## src/rtl/core/smd_pkg.sv

```systemverilog
// smd_pkg: shared constants, request and status codes, and the
// controller-to-datapath command and status structs of the stack block.
// No dependencies.
`default_nettype none

package smd_pkg;

    // storage geometry
    localparam int DEPTH  = 16;
    localparam int DATA_W = 32;
    localparam int ADDR_W = $clog2(DEPTH);
    localparam int CNT_W  = $clog2(DEPTH + 1);

    // request codes
    localparam logic [1:0] REQ_PUSH = 2'd0;
    localparam logic [1:0] REQ_POP  = 2'd1;
    localparam logic [1:0] REQ_DMID = 2'd2;

    // status codes
    localparam logic [1:0] STAT_OK    = 2'd0;
    localparam logic [1:0] STAT_EMPTY = 2'd1;
    localparam logic [1:0] STAT_FULL  = 2'd2;

    // commands from controller to datapath
    typedef struct packed {
        logic       load_req;
        logic       do_push;
        logic       dec_count;
        logic       status_load;
        logic [1:0] status_code;
        logic       idx_load;
        logic       shift_rd;
        logic       shift_wr;
        logic       rd_result;
        logic       load_out;
    } smd_cmd_t;

    // status from datapath to controller
    typedef struct packed {
        logic [1:0] req;
        logic       full;
        logic       empty;
        logic       shift_more;
        logic       out_free;
    } smd_stat_t;

endpackage

`default_nettype wire

```

## src/rtl/core/smd_datapath.sv

```systemverilog
// smd_datapath: entry memory, fill count, shift index, read registers
// and the result register of the stack block.
// Depends on smd_pkg.
`default_nettype none

module smd_datapath
    import smd_pkg::*;
(
    input  wire logic                     clk,
    input  wire logic                     rst_n,
    input  wire logic [1:0]               req_type,
    input  wire logic signed [DATA_W-1:0] push_value,
    input  wire smd_cmd_t                 cmd,
    output smd_stat_t                     stat,
    output logic                          out_valid,
    input  wire logic                     out_ready,
    output logic signed [DATA_W-1:0]      top_value,
    output logic signed [DATA_W-1:0]      middle_value,
    output logic [CNT_W-1:0]              fill_count,
    output logic                          is_empty,
    output logic [1:0]                    status
);

    // entry memory, bottom at address 0
    logic [DATA_W-1:0] mem [DEPTH];

    logic [1:0]        req_reg;
    logic [DATA_W-1:0] val_reg;
    logic [CNT_W-1:0]  count_reg;
    logic [CNT_W-1:0]  count_next;
    logic [ADDR_W-1:0] idx_reg;
    logic [ADDR_W-1:0] idx_next;
    logic [1:0]        stat_reg;
    logic [DATA_W-1:0] rd_top_reg;
    logic [DATA_W-1:0] rd_mid_reg;
    logic              out_valid_reg;
    logic [DATA_W-1:0] top_out_reg;
    logic [DATA_W-1:0] mid_out_reg;
    logic [CNT_W-1:0]  cnt_out_reg;
    logic [1:0]        stat_out_reg;

    logic [CNT_W-1:0]  last_pos;
    logic [ADDR_W-1:0] top_addr;
    logic [ADDR_W-1:0] mid_addr;
    logic [CNT_W-1:0]  idx_plus;
    logic [ADDR_W-1:0] rd_addr_a;
    logic              wr_en;
    logic [ADDR_W-1:0] wr_addr;
    logic [DATA_W-1:0] wr_data;
    logic              cnt_zero;

    // address arithmetic
    assign cnt_zero  = (count_reg == '0);
    assign last_pos  = count_reg - CNT_W'(1);
    assign top_addr  = last_pos[ADDR_W-1:0];
    assign mid_addr  = last_pos[ADDR_W:1];
    assign idx_plus  = {{(CNT_W-ADDR_W){1'b0}}, idx_reg} + CNT_W'(1);
    assign rd_addr_a = cmd.shift_rd ? idx_plus[ADDR_W-1:0] : top_addr;

    // single write port: push at the top, or shift one entry down
    assign wr_en   = cmd.do_push | cmd.shift_wr;
    assign wr_addr = cmd.do_push ? count_reg[ADDR_W-1:0] : idx_reg;
    assign wr_data = cmd.do_push ? val_reg : rd_top_reg;

    // memory write and registered reads
    always_ff @(posedge clk)
    begin
        if (wr_en)
        begin
            mem[wr_addr] <= wr_data;
        end
        if (cmd.shift_rd || cmd.rd_result)
        begin
            rd_top_reg <= mem[rd_addr_a];
            rd_mid_reg <= mem[mid_addr];
        end
    end

    // request latch, status code, result payload
    always_ff @(posedge clk)
    begin
        if (cmd.load_req)
        begin
            req_reg <= req_type;
            val_reg <= push_value;
        end
        if (cmd.status_load)
        begin
            stat_reg <= cmd.status_code;
        end
        if (cmd.load_out)
        begin
            top_out_reg  <= cnt_zero ? '0 : rd_top_reg;
            mid_out_reg  <= cnt_zero ? '0 : rd_mid_reg;
            cnt_out_reg  <= count_reg;
            stat_out_reg <= stat_reg;
        end
    end

    // fill count and shift index
    always_comb
    begin
        count_next = count_reg;
        if (cmd.do_push)
        begin
            count_next = count_reg + CNT_W'(1);
        end
        else if (cmd.dec_count)
        begin
            count_next = count_reg - CNT_W'(1);
        end
    end

    always_comb
    begin
        idx_next = idx_reg;
        if (cmd.idx_load)
        begin
            idx_next = mid_addr;
        end
        else if (cmd.shift_wr)
        begin
            idx_next = idx_plus[ADDR_W-1:0];
        end
    end

    always_ff @(posedge clk or negedge rst_n)
    begin
        if (!rst_n)
        begin
            count_reg     <= '0;
            idx_reg       <= '0;
            out_valid_reg <= 1'b0;
        end
        else
        begin
            count_reg <= count_next;
            idx_reg   <= idx_next;
            if (cmd.load_out)
            begin
                out_valid_reg <= 1'b1;
            end
            else if (out_ready)
            begin
                out_valid_reg <= 1'b0;
            end
        end
    end

    // status toward the controller
    assign stat.req        = req_reg;
    assign stat.full       = (count_reg == CNT_W'(DEPTH));
    assign stat.empty      = cnt_zero;
    assign stat.shift_more = (idx_plus < count_reg);
    assign stat.out_free   = !out_valid_reg || out_ready;

    // result ports
    assign out_valid    = out_valid_reg;
    assign top_value    = top_out_reg;
    assign middle_value = mid_out_reg;
    assign fill_count   = cnt_out_reg;
    assign is_empty     = (cnt_out_reg == '0);
    assign status       = stat_out_reg;

    // count stays within the storage
    a_count_range: assert property (@(posedge clk) disable iff (!rst_n)
        count_reg <= CNT_W'(DEPTH))
        else $error("fill count beyond depth");

    // a push only happens with room and grows the count by one
    a_push_grows: assert property (@(posedge clk) disable iff (!rst_n)
        cmd.do_push |-> !stat.full ##1 count_reg == $past(count_reg) + CNT_W'(1))
        else $error("push did not grow the count");

    // a result is never loaded over one still waiting
    a_no_overwrite: assert property (@(posedge clk) disable iff (!rst_n)
        cmd.load_out |-> stat.out_free)
        else $error("result overwritten");

endmodule

`default_nettype wire

```

## src/rtl/core/smd_ctrl.sv

```systemverilog
// smd_ctrl: state machine that sequences push, pop and delete-middle
// over the datapath, one item at a time.
// Depends on smd_pkg.
`default_nettype none

module smd_ctrl
    import smd_pkg::*;
(
    input  wire logic      clk,
    input  wire logic      rst_n,
    input  wire logic      in_valid,
    output logic           in_ready,
    input  wire smd_stat_t stat,
    output smd_cmd_t       cmd
);

    localparam logic [2:0] S_IDLE  = 3'd0;
    localparam logic [2:0] S_EXEC  = 3'd1;
    localparam logic [2:0] S_SH_RD = 3'd2;
    localparam logic [2:0] S_SH_WR = 3'd3;
    localparam logic [2:0] S_RD    = 3'd4;
    localparam logic [2:0] S_DONE  = 3'd5;

    logic [2:0] state_reg;
    logic [2:0] state_next;

    // next state and commands
    always_comb
    begin
        state_next = state_reg;
        cmd        = '0;
        in_ready   = 1'b0;
        unique case (state_reg)
            S_IDLE:
            begin
                in_ready = 1'b1;
                if (in_valid)
                begin
                    cmd.load_req = 1'b1;
                    state_next   = S_EXEC;
                end
            end
            S_EXEC:
            begin
                cmd.status_load = 1'b1;
                cmd.status_code = STAT_OK;
                state_next      = S_RD;
                unique case (stat.req)
                    REQ_PUSH:
                    begin
                        if (stat.full)
                        begin
                            cmd.status_code = STAT_FULL;
                        end
                        else
                        begin
                            cmd.do_push = 1'b1;
                        end
                    end
                    REQ_POP:
                    begin
                        if (stat.empty)
                        begin
                            cmd.status_code = STAT_EMPTY;
                        end
                        else
                        begin
                            cmd.dec_count = 1'b1;
                        end
                    end
                    REQ_DMID:
                    begin
                        if (stat.empty)
                        begin
                            cmd.status_code = STAT_EMPTY;
                        end
                        else
                        begin
                            cmd.idx_load = 1'b1;
                            state_next   = S_SH_RD;
                        end
                    end
                    default:
                    begin
                        cmd.status_code = STAT_OK;
                    end
                endcase
            end
            S_SH_RD:
            begin
                // fetch the entry above the gap, or finish the shift
                if (stat.shift_more)
                begin
                    cmd.shift_rd = 1'b1;
                    state_next   = S_SH_WR;
                end
                else
                begin
                    cmd.dec_count = 1'b1;
                    state_next    = S_RD;
                end
            end
            S_SH_WR:
            begin
                cmd.shift_wr = 1'b1;
                state_next   = S_SH_RD;
            end
            S_RD:
            begin
                cmd.rd_result = 1'b1;
                state_next    = S_DONE;
            end
            S_DONE:
            begin
                if (stat.out_free)
                begin
                    cmd.load_out = 1'b1;
                    state_next   = S_IDLE;
                end
            end
            default:
            begin
                state_next = S_IDLE;
            end
        endcase
    end

    always_ff @(posedge clk or negedge rst_n)
    begin
        if (!rst_n)
        begin
            state_reg <= S_IDLE;
        end
        else
        begin
            state_reg <= state_next;
        end
    end

    // an accepted item always goes to execution
    a_accept_exec: assert property (@(posedge clk) disable iff (!rst_n)
        (in_valid && in_ready) |=> state_reg == S_EXEC)
        else $error("accepted item not executed");

    // every shift write follows its read
    a_shift_pair: assert property (@(posedge clk) disable iff (!rst_n)
        cmd.shift_wr |-> $past(cmd.shift_rd))
        else $error("shift write without read");

    // the result is loaded right after the read when the output is free
    a_done_load: assert property (@(posedge clk) disable iff (!rst_n)
        (state_reg == S_DONE && stat.out_free) |=> state_reg == S_IDLE)
        else $error("finished item not delivered");

endmodule

`default_nettype wire

```

## src/rtl/core/stack_with_middle_delete_unit.sv

```systemverilog
// stack_with_middle_delete_unit: top level of the bounded stack with
// delete-middle. Depends on smd_pkg, smd_ctrl and smd_datapath.
//
// Usage:
//   Input channel in_valid/in_ready carries one item: req_type (push, pop,
//   delete middle) and push_value. Output channel out_valid/out_ready
//   carries one result per item: top_value, middle_value, fill_count,
//   is_empty and status.
//   Push, pop, the unused code and errors go through execution, result read
//   and result load; delete-middle also moves k = count - 1 - (count-1)/2
//   entries down between execution and result read, with one read and
//   one write per entry on the single write port of the entry memory.
//   One item at a time: the next item can be taken in the cycle after the
//   previous result is loaded into the output register.
//   Reset clears the fill count, the control state and out_valid; the
//   stack starts empty.
//   When the receiver stalls, the result stays in the output register and
//   the next item is still accepted and processed; it waits before its
//   result load until the output register has been emptied.
`default_nettype none

module stack_with_middle_delete_unit
    import smd_pkg::*;
(
    input  wire logic                     clk,
    input  wire logic                     rst_n,
    input  wire logic                     in_valid,
    output logic                          in_ready,
    input  wire logic [1:0]               req_type,
    input  wire logic signed [DATA_W-1:0] push_value,
    output logic                          out_valid,
    input  wire logic                     out_ready,
    output logic signed [DATA_W-1:0]      top_value,
    output logic signed [DATA_W-1:0]      middle_value,
    output logic [CNT_W-1:0]              fill_count,
    output logic                          is_empty,
    output logic [1:0]                    status
);

    smd_cmd_t  cmd;
    smd_stat_t stat;

    // sequencer
    smd_ctrl u_ctrl (
        .clk      (clk),
        .rst_n    (rst_n),
        .in_valid (in_valid),
        .in_ready (in_ready),
        .stat     (stat),
        .cmd      (cmd)
    );

    // storage and result register
    smd_datapath u_datapath (
        .clk          (clk),
        .rst_n        (rst_n),
        .req_type     (req_type),
        .push_value   (push_value),
        .cmd          (cmd),
        .stat         (stat),
        .out_valid    (out_valid),
        .out_ready    (out_ready),
        .top_value    (top_value),
        .middle_value (middle_value),
        .fill_count   (fill_count),
        .is_empty     (is_empty),
        .status       (status)
    );

endmodule

`default_nettype wire

```

## config.mk

```make
export PLATFORM = sky130hd
export DESIGN_NAME = stack_with_middle_delete_unit
export DESIGN_NICKNAME = d
export VERILOG_FILES = /design/src/rtl/core/smd_pkg.sv /design/src/rtl/core/smd_datapath.sv /design/src/rtl/core/smd_ctrl.sv /design/src/rtl/core/stack_with_middle_delete_unit.sv
export SDC_FILE = /design/constraint.sdc
export NUM_CORES = 1
export LEC_CHECK = 0
export BUFFER_PORTS_ARGS = -buffer_cell sky130_fd_sc_hd__buf_2
export CORE_ASPECT_RATIO = 0.6
export CORE_UTILIZATION = 50
export DETAILED_ROUTE_END_ITERATION = 16
export MAX_ROUTING_LAYER = met4
export PLACE_DENSITY = 0.67
export SLEW_MARGIN = 20
export SYNTH_ARGS = -nofsm -noshare
export SYNTH_HDL_FRONTEND = slang
export SYNTH_SLANG_ARGS = --single-unit
```

## constraint.sdc

```tcl
create_clock -name clk -period 12.3 [get_ports clk]
set_input_delay 1.23 -clock clk [delete_from_list [all_inputs] [get_ports clk]]
set_output_delay 1.23 -clock clk [all_outputs]
set_load 0.01 [all_outputs]
```

After elaboration in Yosys (flattened, before gate mapping)
Memory sizes are Yosys's and may differ from the RTL's. A register that Yosys moved wholly into a read port is not among the register bits.
Index checks and enable logic that the tools add are counted.
{ "totals": {"ram_bits": 512, "word_cells": 77, "out_inout_bits": 74, "ff_bits": 120, "mem_count": 1} }
{ "classes": {"add_sub_neg": 3, "n_mux": 38, "eq_ne": 10, "n_lt_le_gt_ge": 1, "n_reduce_logical": 12, "bitwise_logic": 1} }
{ "mem_list": {"columns": ["memory", "words", "word_bits", "rd", "rd_clocked_by_memory_dff", "wr", "line", "rtl"], "rows": [
  ["u_datapath.mem", 16, 32, 2, 2, 1, "smd_datapath.sv:25", "logic [DATA_W-1:0] mem [DEPTH];"]
]} }
{ "op_table": {"columns": ["cell", "count"], "rows": [
  ["32-bit 2-to-1 mux", 1],
  ["1-bit 2-to-1 mux", 21],
  ["4-bit 2-to-1 mux", 5],
  ["3-bit one-hot mux with 6 select lines", 1],
  ["3-bit 2-to-1 mux", 5],
  ["5-bit zero test", 2],
  ["5-bit 2-to-1 mux", 2],
  ["3-bit by 2-bit == test with 1-bit output, second input constant", 2],
  ["3-bit == test, second input constant", 2],
  ["2-bit nonzero test", 3],
  ["4-bit by 1-bit adder with 5-bit output, second input constant", 1],
  ["5-bit by 1-bit adder with 5-bit output, second input constant", 1],
  ["5-bit == test, second input constant", 1],
  ["5-bit less-than comparator", 1],
  ["5-bit by 1-bit subtractor with 5-bit output, second input constant", 1],
  ["2-bit inequality test, second input constant", 2],
  ["2-bit one-hot mux with 2 select lines", 1],
  ["3-bit by 1-bit == test with 1-bit output, second input constant", 1],
  ["3-bit zero test", 1],
  ["2-bit by 1-bit == test with 1-bit output, second input constant", 1],
  ["2-bit == test, second input constant", 1],
  ["2-bit zero test", 1],
  ["1-bit logical OR", 2],
  ["2-bit 2-to-1 mux", 1],
  ["other kinds (5)", 5]
]} }

Depth between registers and ports, before layout
Gate-level depths: netlist of the first run.
{ "depth": {"ltp_word": 7, "mapped_depth": 16} }

Modules after synthesis
A second synthesis of the first run with hierarchy kept.
{ "hier_totals": {"hier_cells": 2122, "hier_area_um2": 31301.3} }
{ "by_module_without_submodules": {"columns": ["mod", "cells_per_inst", "area_per_inst_um2", "instances", "seq_area_each_um2"], "rows": [
  ["smd_datapath", 2083, 30948.4, 1, 20759.9],
  ["smd_ctrl", 39, 352.8, 1, 75.1]
]} }

Least setup slack after synthesis of the first run
No wires, ideal clock.
{ "synth_timing": {"path_kind": "register to register", "start": "register u_datapath.idx_reg[0]", "end": "register u_datapath.rd_mid_reg[0], read port of u_datapath.mem (enable)", "arrival_time_ns": 5.046, "setup_ns": 0.507, "stages_incl_launch_ff": 10, "synth_period_minus_slack_ns": 5.553, "required_ns": 11.793, "setup_slack_ns": 6.747, "path_cell_list": "dfrtp_1 > ha_1 > xor2_1 > ha_1 > a21oi_1 > o21ai_1 > a21o_1 > a21oi_1 > nand2_1 > a21oi_1"} }
{ "synth_via": {"elab_chain_len": 5} }
{ "synth_lines": {"columns": ["item", "line", "rtl"], "rows": [
  ["start: declaration", "smd_datapath.sv:31", "logic [ADDR_W-1:0] idx_reg;"],
  ["start signal: assignment", "smd_datapath.sv:138", "idx_reg <= idx_next;"],
  ["4-bit by 1-bit adder with 5-bit output", "smd_datapath.sv:57", "assign idx_plus = {{(CNT_W-ADDR_W){1'b0}}, idx_reg} + CNT_W'(1);"],
  ["5-bit less-than comparator", "smd_datapath.sv:154", "assign stat.shift_more = (idx_plus < count_reg);"],
  ["1-bit 2-to-1 mux", "smd_ctrl.sv:92", "if (stat.shift_more)"],
  ["1-bit 2-to-1 mux", "smd_ctrl.sv:33", "unique case (state_reg)"],
  ["1-bit logical OR", "smd_datapath.sv:72", "if (cmd.shift_rd || cmd.rd_result)"],
  ["end: declaration", "smd_datapath.sv:35", "logic [DATA_W-1:0] rd_mid_reg;"]
]} }
No other way between the ends.
A chain may end at the register's enable or synchronous reset.

Final worst setup path of the first run
{ "layout_timing": {"start": "register u_datapath.idx_reg[0]", "end": "register u_datapath.rd_top_reg[11], read port of u_datapath.mem (data pin)"} }
{ "layout_via": {"elab_chain_len": 5} }
{ "layout_lines": {"columns": ["item", "line", "rtl"], "rows": [
  ["4-bit by 1-bit adder with 5-bit output (*)", "smd_datapath.sv:57", null],
  ["5-bit less-than comparator", "smd_datapath.sv:154", null],
  ["1-bit 2-to-1 mux", "smd_ctrl.sv:92", null],
  ["1-bit 2-to-1 mux", "smd_ctrl.sv:33", null],
  ["4-bit 2-to-1 mux or 1-bit logical OR (tied branches)", "smd_datapath.sv:58, smd_datapath.sv:72", null],
  ["end: declaration", "smd_datapath.sv:34", "logic [DATA_W-1:0] rd_top_reg;"]
]} }
Every way passes the cells marked *; elsewhere a longest branch is shown, timed or not.

==> flow_metrics.tcl, run 1 <==
set metrics [dict create \
    htreeDepth 3 \
    synth-compound-area-share_pct 9.74 \
    ys_async_sr_fraction_pct 1.87 \
    dp_hpwl_mm 41.4 \
    power_frac_comb_pct 47.9 \
    pre_cts_ws_ns 6.38 \
    antenna_found_initial 2 \
    syn-instance-count 1936 \
    synth.mux.area_fraction_pct 17.5 \
    ioPinCount 112 \
    finalSetupTns_ns 0 \
    grtUsageTotal_pct 26.9 \
    grt_pass1_vias 18514 \
    avgViaCountPerCell 6.60 \
    drive_above_1_share_pct 28.9 \
    final_net_count 2042 \
    cts_resized 0 \
    fin_ws_ns 6.33 \
    cp_cell_sequence "ha_1, xor2_1, ha_1, a21oi_1, o21ai_1, o211ai_4, buf_4, o21a_4, buf_4, buf_4, mux2i_1, mux4_2, a211oi_2" \
    final_cell_area_sq_um 35500 \
    drcViolationCount 0 \
    netlist.area_leader.share_pct 64.3 \
    path_clk_slew_ns 0.07 \
    power-per-cell-area_nw_per_um2 302 \
    p_leak_nw 11.5 \
    die_area_sq_um 64800 \
    fillers 4793 \
    ys_top_cells_by_area "edfxtp_1 (64%), mux4_2 (12%), o211ai_1 (8.6%), mux2_2 (5.0%), inv_1 (1.6%)" \
    clkSinkCount 696 \
    p_sw_share_pct 38.5 \
    root_buffer "clkbuf_16" \
    avgSynthCellArea_sq_um 16.5 \
    yosys.area_share.adder_pct 0.432 \
    layout_min_cycle_time_ns 5.97 \
    drt_iter0_drc 2559 \
    postCtsHoldBufs 0 \
    drt.antenna.violating_nets 0 \
    yosysMostFrequentCell "edfxtp_1" \
    synth_edf_count 683 \
    startpoint "u_datapath.idx_reg[0]" \
    setup_viol 0 \
    cap_violations 0 \
    synthesis.nets 1985 \
    peakVddDrop_mv 0.452 \
    status "completed" \
    worst_pin_slew_ns 1.10 \
    critPathLaunchType "register" \
    initial_core_util_pct 50.8 \
    synth_area_leader_cell "edfxtp_1" \
    post_cts_buffers 0 \
    die_h_microns 198 \
    dr.pass1.iters 5 \
    grt_setup_unrepaired "false" \
    synthToLayoutAreaGrowth_pct 11.2 \
    finalClockSkew_ns 0.0207 \
    worstSetupPathType "register to register" \
    arrival_ns 6.41 \
    place_area_sq_um 33400 \
    cp_max_fo 81 \
    place_inst 2764 \
    rows 71 \
    synth.distinct_cells 50 \
    largest_register_ff_count 512 \
    min_from "u_datapath.stat_reg[1]" \
    ys_top_cells_by_count "edfxtp_1 (683), o211ai_1 (364), mux4_2 (165)" \
    slew_viol_final 0 \
    gp_congestion 0.869 \
    clock_latency_ns 0.62 \
    numCtsBuffers 66 \
    critPathMostFrequentCell "buf_4" \
    cp-end-kind "register" \
    power.share.clock_pct 18.8 \
    coreArea_sq_um 62800 \
    cp_slowest_stage_delay_ns 0.86 \
    cpMaxStageDelayCell "buf_4" \
    regMostFlops "u_datapath.mem" \
    cts_tree "yes" \
    finalCritPeriodShare_pct 48.6 \
    hold_path.class "register to register" \
    timing.fmax_ghz 0.167 \
    synth-seq-area-share_pct 65.3 \
    finalNonFillerCells 2878 \
    portBuffers 111 \
    wl_mm 83.8 \
    worst_slew_margin_rel_pct 25.0 \
    synth_top_family_by_area "multiplexers" \
    die_w_microns 328 \
    pwr-share-seq_pct 33.4 \
    grt_max_degree 132 \
    via_count 18999 \
    switching_power_mw 4.12 \
    clk_path_buf_depth 3 \
    synth_xor_area_share_pct 0.247 \
    p_int_mw 6.59 \
    gr-total-overflow 0 \
    synth_simple_gate_area_share_pct 2.95 \
    synth_seq_cells 696 \
    grt_pass1_wl_mm 123 \
    r2r_start "u_datapath.idx_reg[0]" \
    required_ns 12.74 \
    detail_route.wl_per_cell_microns 29.1 \
    netlist_area_sq_um 31900 \
    yosysWarnings 0 \
    synth-main-ff-cell "edfxtp_1" \
    finalHoldViolations 0 \
]
==> power by group through the flow <==
stage	Sequential, mW	Clock, mW	Combinational (mW)
2_1_floorplan	3.60	0	3.65
3_3_place_gp	3.62	0	5.00
3_5_place_dp	3.62	0	5.10
4_1_cts	3.58	2.04	5.11
5_1_grt	3.60	2.12	5.48
6_report	3.58	2.01	5.13
==> placed cells by master (no fill, tap or decap), types with 13 or more instances in the layout <==
| master | n |
|---|---|
| edfxtp_1 | 683 |
| o211ai_1 | 364 |
| mux4_2 | 165 |
| mux2_2 | 142 |
| inv_1 | 138 |
| buf_2 | 111 |
| clkbuf_16 | 71 |
| and2_1 | 67 |
| buf_4 | 36 |
| nand4_1 | 27 |
| mux2i_1 | 22 |
| nor2_4 | 18 |
| clkbuf_1 | 14 |
| nand2_1 | 13 |
| dfrtp_1 | 13 |
==> per-layer routing <==
layer,up-vias,GRT usage [%],wire (microns)
li1,7977,-,-
met1,9833,39.1,36500
met2,1044,38.1,36900
met3,145,6.73,8640
met4,0,6.66,1720
met5,-,-,0
==> stage by stage <==
step / hold slack (ns) / utilization (%) / total power [mW]
after global routing: 0.438 / 56.4 / 11.2
after floorplan: 0.400 / - / 7.25
after CTS: 0.431 / 56.4 / 10.7
after detailed placement: 0.416 / 53.1 / 8.72
final: 0.430 / 56.4 / 10.7
after global placement: 0.421 / 53.1 / 8.62
==> path summary, 6_finish.rpt <==
check                                                 end  slack (ns)  cells past startpoint
worst max-delay path            u_datapath.rd_top_reg[11]        6.33                     13
worst max register to register  u_datapath.rd_top_reg[11]        6.33                     13
max in group asynchronous         u_datapath.count_reg[2]       11.54                      1
worst min register to register       u_datapath.status[1]        0.43                      0
worst min-delay path                 u_datapath.status[1]        0.43                      0
min in group asynchronous             u_ctrl.state_reg[1]        0.52                      1
==> logic make-up after synthesis <==
family	count (synthesis)
mux	332
compound gates	418
fa+ha+maj	11
simple gates	169
buf+inv	301
flops	696
xor+xnor	9
==> worst max-delay path, delay by kind of cell (launching register included) <==
family / cells / cell delay (ns)
xor+xnor: 1 / 0.36
buf+inv: 3 / 2.14
flops: 1 / 0.50
mux: 2 / 0.68
fa+ha+maj: 2 / 0.58
compound gates: 5 / 1.39
==> area by class of cell <==
cell class	instances	area [sq um]	share of cell area [%]
multi-input cells	939	10100	28.4
well taps	839	1050	2.96
clock inverters	28	241	0.681
inverters	139	524	1.48
clock buffers	85	1830	5.16
flip-flops and latches	696	20800	58.8
diodes	1	2.50	0.00706
repair buffers	151	888	2.51
(Power assumes the default switching activity.)
==> run 2: changes to the inputs <==
- PLACE_DENSITY: 0.67 -> 0.69
- clock period: 12.3 -> 4.94 ns (I/O delays scaled with it)
==> run 2 against run 1 <==
- clock power rose by 150%
- maximum frequency rose by 48%
- critical path depth fell by 2
- flip-flop and latch count did not move
- utilization rose by 0.52 points
==> flow_metrics.tcl, run 2 (synthesis gave the netlist of run 1 again) <==
set metrics [dict create \
    die_h_microns 198 \
    drt_iter0_drc 2630 \
    whs_endpoint "u_datapath.val_reg[30]" \
    regMostFlops "u_datapath.mem" \
    finalCritPeriodShare_pct 81.6 \
    r2r_end "u_datapath.rd_top_reg[0]" \
    drcViolationCount 0 \
    grt_setup_unrepaired "false" \
    cap_violations 0 \
    power_frac_comb_pct 48.7 \
    pre_cts_ws_ns 1.00 \
    initial_core_util_pct 50.8 \
    drive_above_1_share_pct 29.4 \
    largest_register_ff_count 512 \
    cts_tree "yes" \
    coreArea_sq_um 62800 \
    fin_ws_ns 0.907 \
    grt_max_degree 130 \
    cp_slowest_stage_delay_ns 0.56 \
    critPathLaunchType "register" \
    ioPinCount 112 \
    hold_depth 1 \
    layout_min_cycle_time_ns 4.03 \
    finalSetupTns_ns 0 \
    num_antenna_cells 0 \
    worst_slew_margin_rel_pct 21.1 \
    arrival_ns 4.39 \
    total_power_mw 27.0 \
    numCtsBuffers 66 \
    die_area_sq_um 64800 \
    p_int_mw 16.7 \
    htreeDepth 3 \
    cpMaxStageDelayCell "buf_4" \
    peakVddDrop_mv 1.24 \
    path_clk_slew_ns 0.06 \
    root_buffer "clkbuf_16" \
    antenna_found_initial 4 \
    final_net_count 2067 \
    finalHoldViolations 0 \
    die_w_microns 328 \
    min_from "push_value[30]" \
    hold_path.class "input port to register" \
    switching_power_mw 10.3 \
    setup_viol 0 \
    worstSetupPathType "register to register" \
    startpoint "u_datapath.idx_reg[0]" \
    finalClockSkew_ns 0.0262 \
    worst_pin_slew_ns 1.18 \
    grt_pass1_wl_mm 123 \
    synthToLayoutAreaGrowth_pct 12.2 \
    dp_hpwl_mm 45.1 \
    dr.pass1.iters 7 \
    clock_latency_ns 0.62 \
    avgViaCountPerCell 6.59 \
    grt_pass1_vias 18588 \
    power.share.clock_pct 18.3 \
    via_count 19130 \
    clkSinkCount 696 \
    wl_mm 83.8 \
    final_common_cell "edfxtp_1" \
    rr_worst_depth 11 \
    slew_viol_final 0 \
    pwr-share-seq_pct 33.0 \
    r2r_setup_slack_ns 0.91 \
    grtUsageTotal_pct 27.0 \
    cp-end-kind "register" \
    p_leak_nw 11.6 \
    cp_max_fo 25 \
    required_ns 5.29 \
    status "completed" \
    detail_route.wl_per_cell_microns 28.9 \
    r2r_start "u_datapath.idx_reg[0]" \
    cts_resized 0 \
    gp_congestion 0.841 \
    power-per-cell-area_nw_per_um2 754 \
    clk_path_buf_depth 3 \
    cp_cell_sequence "ha_1, xor2_1, ha_1, nand2_1, o21ai_1, o21a_4, mux2_2, nor2_2, buf_4, a21boi_1, a211oi_2" \
    most-common-layout-cells "edfxtp_1 (683), o211ai_1 (364), mux4_2 (165)" \
    fin_hold_ws_ns 0.0508 \
    rows 71 \
    p_sw_share_pct 38.2 \
    critPathMostFrequentCell "ha_1" \
    portBuffers 111 \
    timing.fmax_ghz 0.248 \
    gr-total-overflow 0 \
    drt.antenna.violating_nets 0 \
]
[run 2: cell types whose count changed in the layout (fill, tap and decap cells not counted), moves of 2 or more]
cell,delta
buf_12,+15
buf_4,+11
buf_6,-2
clkinv_1,+5
clkinv_2,-6
[run 2: through the flow]
step,util [%],instance area (sq um),std cells
after floorplan,-,31900,1936
after global routing,57.0,35800,2901
after detailed placement,53.7,33700,2788
after CTS,57.0,35800,2901
after global placement,53.7,33700,2787
final,57.0,35800,2901
[run 2: power groups by stage]
stage / registers [mW] / logic [mW] / clock network [mW]
after floorplan: 8.94 / 9.09 / 0
after global placement: 9.02 / 12.8 / 0
after detailed placement: 9.03 / 13.0 / 0
after CTS: 8.92 / 13.1 / 5.01
after global routing: 8.99 / 14.0 / 5.23
final: 8.92 / 13.1 / 4.93
[run 2: worst max path at each step]
stage | end | cells past startpoint
finish | u_datapath.rd_top_reg[0] | 11
global route | u_datapath.rd_top_reg[26] | 11
CTS | u_datapath.rd_top_reg[18] | 12
detailed placement | u_datapath.rd_top_reg[0] | 11
global placement | u_datapath.rd_top_reg[6] | 11
floorplan | u_datapath.req_reg[0] | 2
[run 2: layout make-up]
type	count	area, sq um
tap	839	1050
timing repair buffer	176	1260
clock inverter	25	193
inverter	139	524
sequential	696	20800
multi-input combinational	939	10100
clock buffer	87	1850
fill	4716	27000
[run 2: layer usage]
metal	vias up	track usage, %	wire (microns)
li1	8036	-	-
met1	9867	38.6	35400
met2	1100	38.9	37700
met3	127	7.02	8950
met4	0	5.88	1690
met5	-	-	0
[run 2: critical path, delay by kind of cell, from the launching register on]
| kind | cells | cell delay (ns) |
|---|---|---|
| xor gates and xnor gates | 1 | 0.40 |
| DFF | 1 | 0.51 |
| buffers and inverters | 1 | 0.56 |
| muxes | 1 | 0.39 |
| AOI/OAI and AO/OA | 4 | 1.00 |
| adders and majority gates | 2 | 0.47 |
| and+or+nand+nor | 2 | 0.42 |
[run 2: timing repair]
item,in CTS,in global routing
endpoints found under the hold margin,13,0
buffers inserted,0,0
hold buffers,1,0
